===== src/rtl/core/efra_pkg.sv =====
`timescale 1ns / 1ps
// shared constants, types and sequencer states for the earliest free room allocator
// no dependencies; imported by every module of the block

package efra_pkg;

  localparam int MAX_ROOMS = 16;
  localparam int TIME_BITS = 40;                      // at least 32, the request time width
  localparam int ROOM_W    = $clog2(MAX_ROOMS);
  localparam int CNT_W     = $clog2(MAX_ROOMS + 1);
  localparam int CFG_W     = 5;
  localparam int REQ_W     = 32;
  localparam int COUNT_W   = 32;

  localparam logic [TIME_BITS-1:0] TIME_MAX  = {TIME_BITS{1'b1}};
  localparam logic [COUNT_W-1:0]   COUNT_MAX = {COUNT_W{1'b1}};
  localparam logic [CFG_W-1:0]     ROOMS_RESET = CFG_W'(MAX_ROOMS);

  localparam logic KIND_BOOK  = 1'b0;
  localparam logic KIND_CLEAR = 1'b1;

  typedef enum logic [1:0] {
    S_IDLE,
    S_SCAN,
    S_FIN,
    S_UPD
  } state_t;

  // outcome of a room scan
  typedef struct packed {
    logic                  found;
    logic [ROOM_W-1:0]     room;
    logic [TIME_BITS-1:0]  start;
  } scan_res_t;

  // write port of the room file
  typedef struct packed {
    logic                  en;
    logic [ROOM_W-1:0]     idx;
    logic [TIME_BITS-1:0]  busy;
    logic [COUNT_W-1:0]    count;
  } rf_wr_t;

endpackage


===== src/rtl/core/earliest_free_room_allocator.sv =====
`timescale 1ns / 1ps
// earliest free room allocator: booking requests in, room assignments out
// a booking word runs the room scan, then the finish and update stages; the update
// stage waits while the output register holds an untaken result; the scan visits the
// active rooms one per cycle via the shared compare unit; words are taken only while idle
// reset (rst, synchronous, active high): all rooms free, counts zero, most-booked room 0,
// rooms_in_use 16; no clearing pass, the block is ready in the cycle after reset

module earliest_free_room_allocator (
  input  logic                           clk,
  input  logic                           rst,
  // configuration: rooms_in_use
  input  logic                           cfg_valid,
  output logic                           cfg_ready,
  input  logic [efra_pkg::CFG_W-1:0]     cfg_data,
  // request words
  input  logic                           in_valid,
  output logic                           in_ready,
  input  logic                           kind,
  input  logic [efra_pkg::REQ_W-1:0]     start_time,
  input  logic [efra_pkg::REQ_W-1:0]     end_time,
  // result words
  output logic                           out_valid,
  input  logic                           out_ready,
  output logic [efra_pkg::ROOM_W-1:0]    room,
  output logic [efra_pkg::TIME_BITS-1:0] actual_start,
  output logic [efra_pkg::TIME_BITS-1:0] actual_end,
  output logic                           delayed,
  output logic [efra_pkg::ROOM_W-1:0]    most_booked_room
);
  import efra_pkg::*;

  state_t state, state_next;

  // configuration
  logic [CFG_W-1:0]   rooms_in_use;
  logic [CNT_W-1:0]   n_active;
  logic [ROOM_W-1:0]  last_idx;

  // request and scan
  logic [TIME_BITS-1:0] req_start;
  logic [REQ_W-1:0]     req_len;
  logic [ROOM_W-1:0]    scan_idx;
  logic                 scan_last;
  scan_res_t            scan_res;

  // finish stage results
  logic [ROOM_W-1:0]    res_room;
  logic [TIME_BITS-1:0] res_start;
  logic [TIME_BITS-1:0] res_end;
  logic                 res_delayed;
  logic [COUNT_W-1:0]   res_count;
  logic [TIME_BITS:0]   end_sum;
  logic [TIME_BITS-1:0] end_sat;
  logic [COUNT_W-1:0]   count_rd;
  logic [COUNT_W-1:0]   count_inc;

  // most-booked tracking
  logic [ROOM_W-1:0]    best_room;
  logic [COUNT_W-1:0]   best_count;
  logic                 best_take;
  logic [ROOM_W-1:0]    best_room_next;

  // room file
  logic [TIME_BITS-1:0] busy_rd;
  rf_wr_t               rf_wr;

  // sequencer controls
  logic accept;
  logic clear_en;
  logic load_req;
  logic scan_step;
  logic fin_en;
  logic upd_en;
  logic out_free;

  // ---------------------------------------------------------------------------
  // configuration register, always writable, unchecked: the user must see it is written only while idle
  // ---------------------------------------------------------------------------
  assign cfg_ready = 1'b1;

  always_ff @(posedge clk) begin
    if (rst) begin
      rooms_in_use <= ROOMS_RESET;
    end else if (cfg_valid && cfg_ready) begin
      rooms_in_use <= cfg_data;
    end
  end

  // zero acts as one room, anything above the table size as the full table
  always_comb begin
    if (rooms_in_use == '0) begin
      n_active = CNT_W'(1);
    end else if (CNT_W'(rooms_in_use) > CNT_W'(MAX_ROOMS)) begin
      n_active = CNT_W'(MAX_ROOMS);
    end else begin
      n_active = CNT_W'(rooms_in_use);
    end
  end

  assign last_idx  = ROOM_W'(n_active - CNT_W'(1));
  assign scan_last = (scan_idx == last_idx);

  // ---------------------------------------------------------------------------
  // sequencer
  // ---------------------------------------------------------------------------
  assign accept   = in_valid && in_ready;
  assign out_free = !out_valid || out_ready;

  always_comb begin
    state_next = state;
    case (state)
      S_IDLE: begin
        if (accept && kind == KIND_BOOK) begin
          state_next = S_SCAN;
        end
      end
      S_SCAN: begin
        if (scan_last) begin
          state_next = S_FIN;
        end
      end
      S_FIN: begin
        state_next = S_UPD;
      end
      S_UPD: begin
        if (out_free) begin
          state_next = S_IDLE;
        end
      end
      default: begin
        state_next = S_IDLE;
      end
    endcase
  end

  always_comb begin
    in_ready  = 1'b0;
    scan_step = 1'b0;
    fin_en    = 1'b0;
    upd_en    = 1'b0;
    case (state)
      S_IDLE:  in_ready  = 1'b1;
      S_SCAN:  scan_step = 1'b1;
      S_FIN:   fin_en    = 1'b1;
      S_UPD:   upd_en    = out_free;
      default: in_ready  = 1'b0;
    endcase
  end

  assign load_req = accept && (kind == KIND_BOOK);
  assign clear_en = accept && (kind == KIND_CLEAR);

  always_ff @(posedge clk) begin
    if (rst) begin
      state <= S_IDLE;
    end else begin
      state <= state_next;
    end
  end

  // ---------------------------------------------------------------------------
  // request capture: start widened to the time range, length clamped at zero
  // ---------------------------------------------------------------------------
  always_ff @(posedge clk) begin
    if (load_req) begin
      req_start <= TIME_BITS'(start_time);
      req_len   <= (end_time > start_time) ? (end_time - start_time) : '0;
    end
  end

  // scan index walks rooms 0 .. n-1, one per cycle
  always_ff @(posedge clk) begin
    if (rst) begin
      scan_idx <= '0;
    end else if (load_req) begin
      scan_idx <= '0;
    end else if (scan_step && !scan_last) begin
      scan_idx <= scan_idx + ROOM_W'(1);
    end
  end

  efra_room_file u_room_file (
    .clk       (clk),
    .rst       (rst),
    .clear     (clear_en),
    .wr        (rf_wr),
    .busy_idx  (scan_idx),
    .busy_val  (busy_rd),
    .count_idx (scan_res.room),
    .count_val (count_rd)
  );

  efra_scan_unit u_scan (
    .clk       (clk),
    .rst       (rst),
    .step      (scan_step),
    .first     (scan_idx == '0),
    .idx       (scan_idx),
    .busy      (busy_rd),
    .req_start (req_start),
    .res       (scan_res)
  );

  // ---------------------------------------------------------------------------
  // finish stage: saturating end time and bumped booking count
  // ---------------------------------------------------------------------------
  assign end_sum   = {1'b0, scan_res.start} + (TIME_BITS + 1)'(req_len);
  assign end_sat   = (end_sum > {1'b0, TIME_MAX}) ? TIME_MAX : end_sum[TIME_BITS-1:0];
  assign count_inc = (count_rd == COUNT_MAX) ? count_rd : count_rd + COUNT_W'(1);

  always_ff @(posedge clk) begin
    if (fin_en) begin
      res_room    <= scan_res.room;
      res_start   <= scan_res.start;
      res_end     <= end_sat;
      res_delayed <= !scan_res.found;
      res_count   <= count_inc;
    end
  end

  // ---------------------------------------------------------------------------
  // update stage: write the room back, track the most-booked room, load output
  // ---------------------------------------------------------------------------
  always_comb begin
    rf_wr.en    = upd_en;
    rf_wr.idx   = res_room;
    rf_wr.busy  = res_end;
    rf_wr.count = res_count;
  end

  assign best_take = (res_count > best_count) ||
                     ((res_count == best_count) && (res_room < best_room));
  assign best_room_next = best_take ? res_room : best_room;

  always_ff @(posedge clk) begin
    if (rst || clear_en) begin
      best_room  <= '0;
      best_count <= '0;
    end else if (upd_en && best_take) begin
      best_room  <= res_room;
      best_count <= res_count;
    end
  end

  // output register parts the result side from the scan
  always_ff @(posedge clk) begin
    if (rst) begin
      out_valid <= 1'b0;
    end else if (upd_en) begin
      out_valid <= 1'b1;
    end else if (out_ready) begin
      out_valid <= 1'b0;
    end
  end

  always_ff @(posedge clk) begin
    if (upd_en) begin
      room             <= res_room;
      actual_start     <= res_start;
      actual_end       <= res_end;
      delayed          <= res_delayed;
      most_booked_room <= best_room_next;
    end
  end

  // ---------------------------------------------------------------------------
  // checks
  // ---------------------------------------------------------------------------
  a_scan_in_range: assert property (@(posedge clk) disable iff (rst)
    state == S_SCAN |-> scan_idx <= last_idx)
    else $error("scan index past last active room");

  a_book_starts_scan: assert property (@(posedge clk) disable iff (rst)
    load_req |=> state == S_SCAN && scan_idx == '0)
    else $error("booking word did not start a scan at room 0");

  a_result_from_update: assert property (@(posedge clk) disable iff (rst)
    $rose(out_valid) |-> $past(state) == S_UPD)
    else $error("result word raised outside the update step");

  a_room_in_range: assert property (@(posedge clk) disable iff (rst)
    state == S_FIN |-> scan_res.room <= last_idx)
    else $error("chosen room outside the active rooms");

  a_end_not_before_start: assert property (@(posedge clk) disable iff (rst)
    state == S_UPD |-> res_end >= res_start)
    else $error("booking ends before it starts");

endmodule


===== src/rtl/core/efra_room_file.sv =====
`timescale 1ns / 1ps
// per-room busy-until times and booking counts, one read port per array
// depends on efra_pkg

module efra_room_file (
  input  logic                          clk,
  input  logic                          rst,
  input  logic                          clear,
  input  efra_pkg::rf_wr_t              wr,
  input  logic [efra_pkg::ROOM_W-1:0]   busy_idx,
  output logic [efra_pkg::TIME_BITS-1:0] busy_val,
  input  logic [efra_pkg::ROOM_W-1:0]   count_idx,
  output logic [efra_pkg::COUNT_W-1:0]  count_val
);
  import efra_pkg::*;

  logic [TIME_BITS-1:0] busy_until    [MAX_ROOMS];
  logic [COUNT_W-1:0]   booking_count [MAX_ROOMS];

  always_ff @(posedge clk) begin
    if (rst || clear) begin
      for (int i = 0; i < MAX_ROOMS; i++) begin
        busy_until[i]    <= '0;
        booking_count[i] <= '0;
      end
    end else if (wr.en) begin
      busy_until[wr.idx]    <= wr.busy;
      booking_count[wr.idx] <= wr.count;
    end
  end

  assign busy_val  = busy_until[busy_idx];
  assign count_val = booking_count[count_idx];

endmodule


===== src/rtl/core/efra_scan_unit.sv =====
`timescale 1ns / 1ps
// compare unit stepped over the rooms: first free room and earliest busy room
// depends on efra_pkg

module efra_scan_unit (
  input  logic                           clk,
  input  logic                           rst,
  input  logic                           step,
  input  logic                           first,
  input  logic [efra_pkg::ROOM_W-1:0]    idx,
  input  logic [efra_pkg::TIME_BITS-1:0] busy,
  input  logic [efra_pkg::TIME_BITS-1:0] req_start,
  output efra_pkg::scan_res_t            res
);
  import efra_pkg::*;

  logic                 free_found;
  logic [ROOM_W-1:0]    free_idx;
  logic [TIME_BITS-1:0] min_val;
  logic [ROOM_W-1:0]    min_idx;
  logic                 hit;
  logic                 lower;

  assign hit   = (busy <= req_start);
  assign lower = (busy < min_val);

  always_ff @(posedge clk) begin
    if (rst) begin
      free_found <= 1'b0;
    end else if (step) begin
      if (first) begin
        free_found <= hit;
      end else if (hit) begin
        free_found <= 1'b1;
      end
    end
  end

  always_ff @(posedge clk) begin
    if (step) begin
      if (first) begin
        free_idx <= idx;
        min_val  <= busy;
        min_idx  <= idx;
      end else begin
        if (!free_found && hit) begin
          free_idx <= idx;
        end
        // strict less keeps the lowest index on ties
        if (lower) begin
          min_val <= busy;
          min_idx <= idx;
        end
      end
    end
  end

  always_comb begin
    res.found = free_found;
    res.room  = free_found ? free_idx : min_idx;
    res.start = free_found ? req_start : min_val;
  end

endmodule


===== config.mk =====
export PLATFORM = sky130hd
export DESIGN_NAME = earliest_free_room_allocator
export DESIGN_NICKNAME = d
export VERILOG_FILES = /design/src/rtl/core/efra_pkg.sv /design/src/rtl/core/earliest_free_room_allocator.sv /design/src/rtl/core/efra_room_file.sv /design/src/rtl/core/efra_scan_unit.sv
export SDC_FILE = /design/constraint.sdc
export NUM_CORES = 2
export LEC_CHECK = 0
export ABC_CLOCK_PERIOD_IN_PS = 12250
export BUFFER_PORTS_ARGS = -buffer_cell sky130_fd_sc_hd__buf_4
export CAP_MARGIN = 5
export CORE_MARGIN = 10
export CORE_UTILIZATION = 60
export CTS_CLUSTER_SIZE = 12
export DETAILED_ROUTE_END_ITERATION = 6
export HOLD_SLACK_MARGIN = 0.1
export PLACE_DENSITY_LB_ADDON = 0.05
export SLEW_MARGIN = 20
export SYNTH_ARGS = -nofsm -noshare
export SYNTH_HDL_FRONTEND = slang
export SYNTH_SLANG_ARGS = --single-unit

===== constraint.sdc =====
create_clock -name clk -period 12.25 [get_ports clk]
set_input_delay 0.6125 -clock clk [delete_from_list [all_inputs] [get_ports clk]]
set_output_delay 0.6125 -clock clk [all_outputs]
set_load 0.02 [all_outputs]

==> impl_metrics.yaml <==
clock_tree:
  clock_sinks: 1523
  cts-buffers-inserted: 160
  h-tree-depth: 4
  post_cts_setup_driven_buffer_insertion_count: 0
  clock_tree.buffer_depth: 3
  worstSkewPairLatency_ns: 0.76
  clk_pin_slew_worst_paths_ns: 0.06
  clock_tree_from_tritoncts: "yes"
  root_buffer: "sky130_fd_sc_hd__clkbuf_16"
logic_synthesis:
  synth_most_common_cell: "sky130_fd_sc_hd__edfxtp_1"
  synth-seq-cells: 1523
  synth_top_flop_cell: "sky130_fd_sc_hd__edfxtp_1"
  synth-seq-area-share_pct: 63.2
  synthesis.nets: 5522
  synthesis.yosys.warnings: 0
  yosys.cell_types.count: 78
  largest_area_contributor_in_the_netlist: "sky130_fd_sc_hd__edfxtp_1"
  yosys-top-cells-area: "sky130_fd_sc_hd__edfxtp_1, sky130_fd_sc_hd__and2_1, sky130_fd_sc_hd__mux4_2"
  synthArstFlopShare_pct: 0
  synth_largest_type_area_fraction_pct: 61.7
  netlist_instances: 5267
  synth_common_cells: "sky130_fd_sc_hd__edfxtp_1, sky130_fd_sc_hd__and2_1, sky130_fd_sc_hd__nand2_1, sky130_fd_sc_hd__clkbuf_1, sky130_fd_sc_hd__mux4_2"
  netlist_area_mm2: 0.0715
  synth_edf_count: 1470
  synthesis.area_per_instance_um2: 13.6
routing:
  drcViolationCount: 0
  route.final.wire_length_mm: 208
  via_per_inst: 6.39
  drt-initial-drc-count: 6037
  pre_repair_dr_iteration_count: 6
  routed-via-count: 44800
  postRouteAntennaNets: 0
  post_drt_wl_per_cell_um: 29.6
place:
  gp_routability_congestion: 0.934
  place_hpwl_mm: 117
  dp_cells: 6697
  placement.io_buffers: 165
timing:
  final-setup-viol-count: 0
  fmax_mhz: 150
  clock_skew_ns: 0.0238
  final_period_minus_worst_setup_slack_ns: 6.65
  unrepaired_setup_endpoints_after_global_routing: "false"
  max_slew.worst_pin.slew_ns: 1.27
  timing.slew.headroom_pct: 14.9
  final.setup.tns_ns: 0
  timing.final.max_slew_violations: 0
  finalHoldViolations: 0
  period_share_pct: 54.3
run_status:
  status: "finished clean"
die:
  ports_placed_on_the_boundary: 167
  dieHeight_um: 365
  die_w_um: 365
  fp.dieArea_mm2: 0.133
  rows: 126
  start_util_pct: 60.5
  core_area_mm2: 0.118
finish:
  final_layout_size_suffix_gt1_share_pct: 13.7
  layout-area-overhead-vs-synth_pct: 11.1
  post_layout_nonfiller_instances: 7015
  fin_nets: 5615
global_route:
  grt_overflow: 0
  grt_first_pass_wirelength_mm: 299
  via_count_of_the_first_global_routing_pass: 43500
  antenna_found_initial: 6
  grt_max_degree: 130
  overall_global_routing_usage_pct: 30.9
critical_path:
  worst-path-max-fanout: 67
  critical_path.endpoint_type: "flop"
  reg2reg_to: "u_scan.min_val[10]"
  start_kind: "flop"
  r2r.worst_path.cells: 15
  worst-setup-path-type: "flop to flop"
  worstPathRequired_ns: 12.63
  regToRegSetupSlack_ns: 5.60
  critPathArrivalTime_ns: 7.03
pwr:
  power.ir.vdd_worst_v: 0.000173
  power-per-cell-area_mw_per_mm2: 194
  p_leak_uw: 0.0300
hold_path:
  min_from: "cfg_valid"
  worst_hold_path.num_cells: 2
  hold_end: "rooms_in_use[4]"
  min-delay-path-class: "input pin to flop"
job:
  cap_viol_max_count: 0
-- stage by stage --
step	area, um2	total power (uW)	hold slack, ns	setup slack (ns)	util [%]
after detailed placement	74200	10800	0.405	5.75	62.8
after CTS	79400	15400	0.104	5.70	67.2
after floorplan	71500	9520	0.400	4.74	-
final	79500	15400	0.147	5.60	67.2
after global placement	74200	10800	0.402	5.79	62.8
after global routing	79500	16000	0.141	5.37	67.2
-- worst max path at each step --
stage | end | from | cells past startpoint
after global routing | u_scan.min_val[10] | flop | 15
after floorplan | u_scan.min_idx[0] | flop | 18
after detailed placement | u_scan.min_val[17] | flop | 15
after global placement | u_scan.min_val[17] | flop | 15
final | u_scan.min_val[10] | flop | 15
after CTS | u_scan.min_val[12] | flop | 15
-- flip-flops by register name, indices dropped and copies added, names as in the netlist, 5 cells and up, named ones only --
register,cells
res_start,40
actual_start,40
req_len,32
u_room_file.booking_count,512
rooms_in_use,5
actual_end,40
res_end,40
res_count,32
req_start,32
u_room_file.busy_until,640
best_count,32
u_scan.min_val,40
-- worst max-delay path: stages (launching register included) --
cell                       delay (ns)
sky130_fd_sc_hd__dfxtp_4         1.07
sky130_fd_sc_hd__buf_4           0.77
sky130_fd_sc_hd__mux4_2          0.41
sky130_fd_sc_hd__mux4_2          0.55
sky130_fd_sc_hd__ha_1            0.34
sky130_fd_sc_hd__a21o_1          0.16
sky130_fd_sc_hd__a21o_1          0.16
sky130_fd_sc_hd__a21oi_1         0.15
sky130_fd_sc_hd__nor2b_1         0.06
sky130_fd_sc_hd__o21ai_0         0.17
sky130_fd_sc_hd__o211ai_1        0.11
sky130_fd_sc_hd__o211a_1         0.16
sky130_fd_sc_hd__o31ai_1         0.75
sky130_fd_sc_hd__a211oi_1        0.25
sky130_fd_sc_hd__o21bai_4        0.45
sky130_fd_sc_hd__buf_4           0.53
-- final cells by class --
class                           count  area [um2]
Sequential cell                  1523       45200
Clock inverter                     48         329
Inverter                          173         662
Antenna cell                        3        7.51
Multi-Input combinational cell   3213       24500
Timing Repair Buffer              289        2290
Tap cell                         1536        1920
Fill cell                        8317       38800
Clock buffer                      230        4520
-- report_power, final --
group	switching [uW]	total, uW	internal [uW]
clock	1960	4590	2630
combinational	2550	3880	1330
sequential	416	6950	6530
total	4930	15400	10500
-- logic make-up after synthesis --
kind of cell / share of synthesized area, %
AO/OA/AOI/OAI: 4.45
XOR/XNOR: 1.02
adder cells (fa/ha/maj): 3.17
buffers and inverters: 3.05
flip-flops: 63.2
multiplexers: 8.85
other: 0.00524
AND/OR/NAND/NOR: 16.3
-- cells in the final DEF (no fill, tap or decap), types with 13 or more instances in the layout --
| cell type | n |
|---|---|
| sky130_fd_sc_hd__a211oi_1 | 16 |
| sky130_fd_sc_hd__a31oi_1 | 13 |
| sky130_fd_sc_hd__dfxtp_1 | 48 |
| sky130_fd_sc_hd__nor3_1 | 58 |
| sky130_fd_sc_hd__xnor2_1 | 45 |
| sky130_fd_sc_hd__mux2i_1 | 110 |
| sky130_fd_sc_hd__nand4_1 | 33 |
| sky130_fd_sc_hd__xor2_1 | 38 |
| sky130_fd_sc_hd__clkinv_1 | 31 |
| sky130_fd_sc_hd__dlygate4sd3_1 | 37 |
| sky130_fd_sc_hd__and2_1 | 1145 |
| sky130_fd_sc_hd__mux4_2 | 226 |
| sky130_fd_sc_hd__nand2b_1 | 14 |
| sky130_fd_sc_hd__nand2_1 | 432 |
| sky130_fd_sc_hd__buf_4 | 250 |
| sky130_fd_sc_hd__o21a_1 | 25 |
| sky130_fd_sc_hd__nand3_1 | 218 |
| sky130_fd_sc_hd__edfxtp_1 | 1470 |
| sky130_fd_sc_hd__ha_1 | 177 |
| sky130_fd_sc_hd__and3_1 | 20 |
| sky130_fd_sc_hd__a32oi_1 | 24 |
| sky130_fd_sc_hd__nor2b_1 | 24 |
| sky130_fd_sc_hd__clkbuf_16 | 168 |
| sky130_fd_sc_hd__clkbuf_1 | 54 |
| sky130_fd_sc_hd__o31ai_1 | 40 |
| sky130_fd_sc_hd__inv_1 | 166 |
| sky130_fd_sc_hd__o21ai_0 | 90 |
| sky130_fd_sc_hd__nor2_1 | 111 |
| sky130_fd_sc_hd__a21o_1 | 75 |
| sky130_fd_sc_hd__a21oi_1 | 94 |
-- per-layer routing --
| layer | routed length [um] | GRT usage [%] | vias to the layer above |
|---|---|---|---|
| met4 | 6100 | 9.59 | 0 |
| met5 | 0 | 0 | - |
| met3 | 22500 | 6.52 | 383 |
| met2 | 97300 | 48.4 | 2625 |
| li1 | - | - | 19300 |
| met1 | 81600 | 43.8 | 22500 |
-- what timing repair did --
item	CTS	global route
hold endpoints to repair	37	0
resized for setup	0	0
hold buffers	37	0
(Power assumes the default switching activity.)
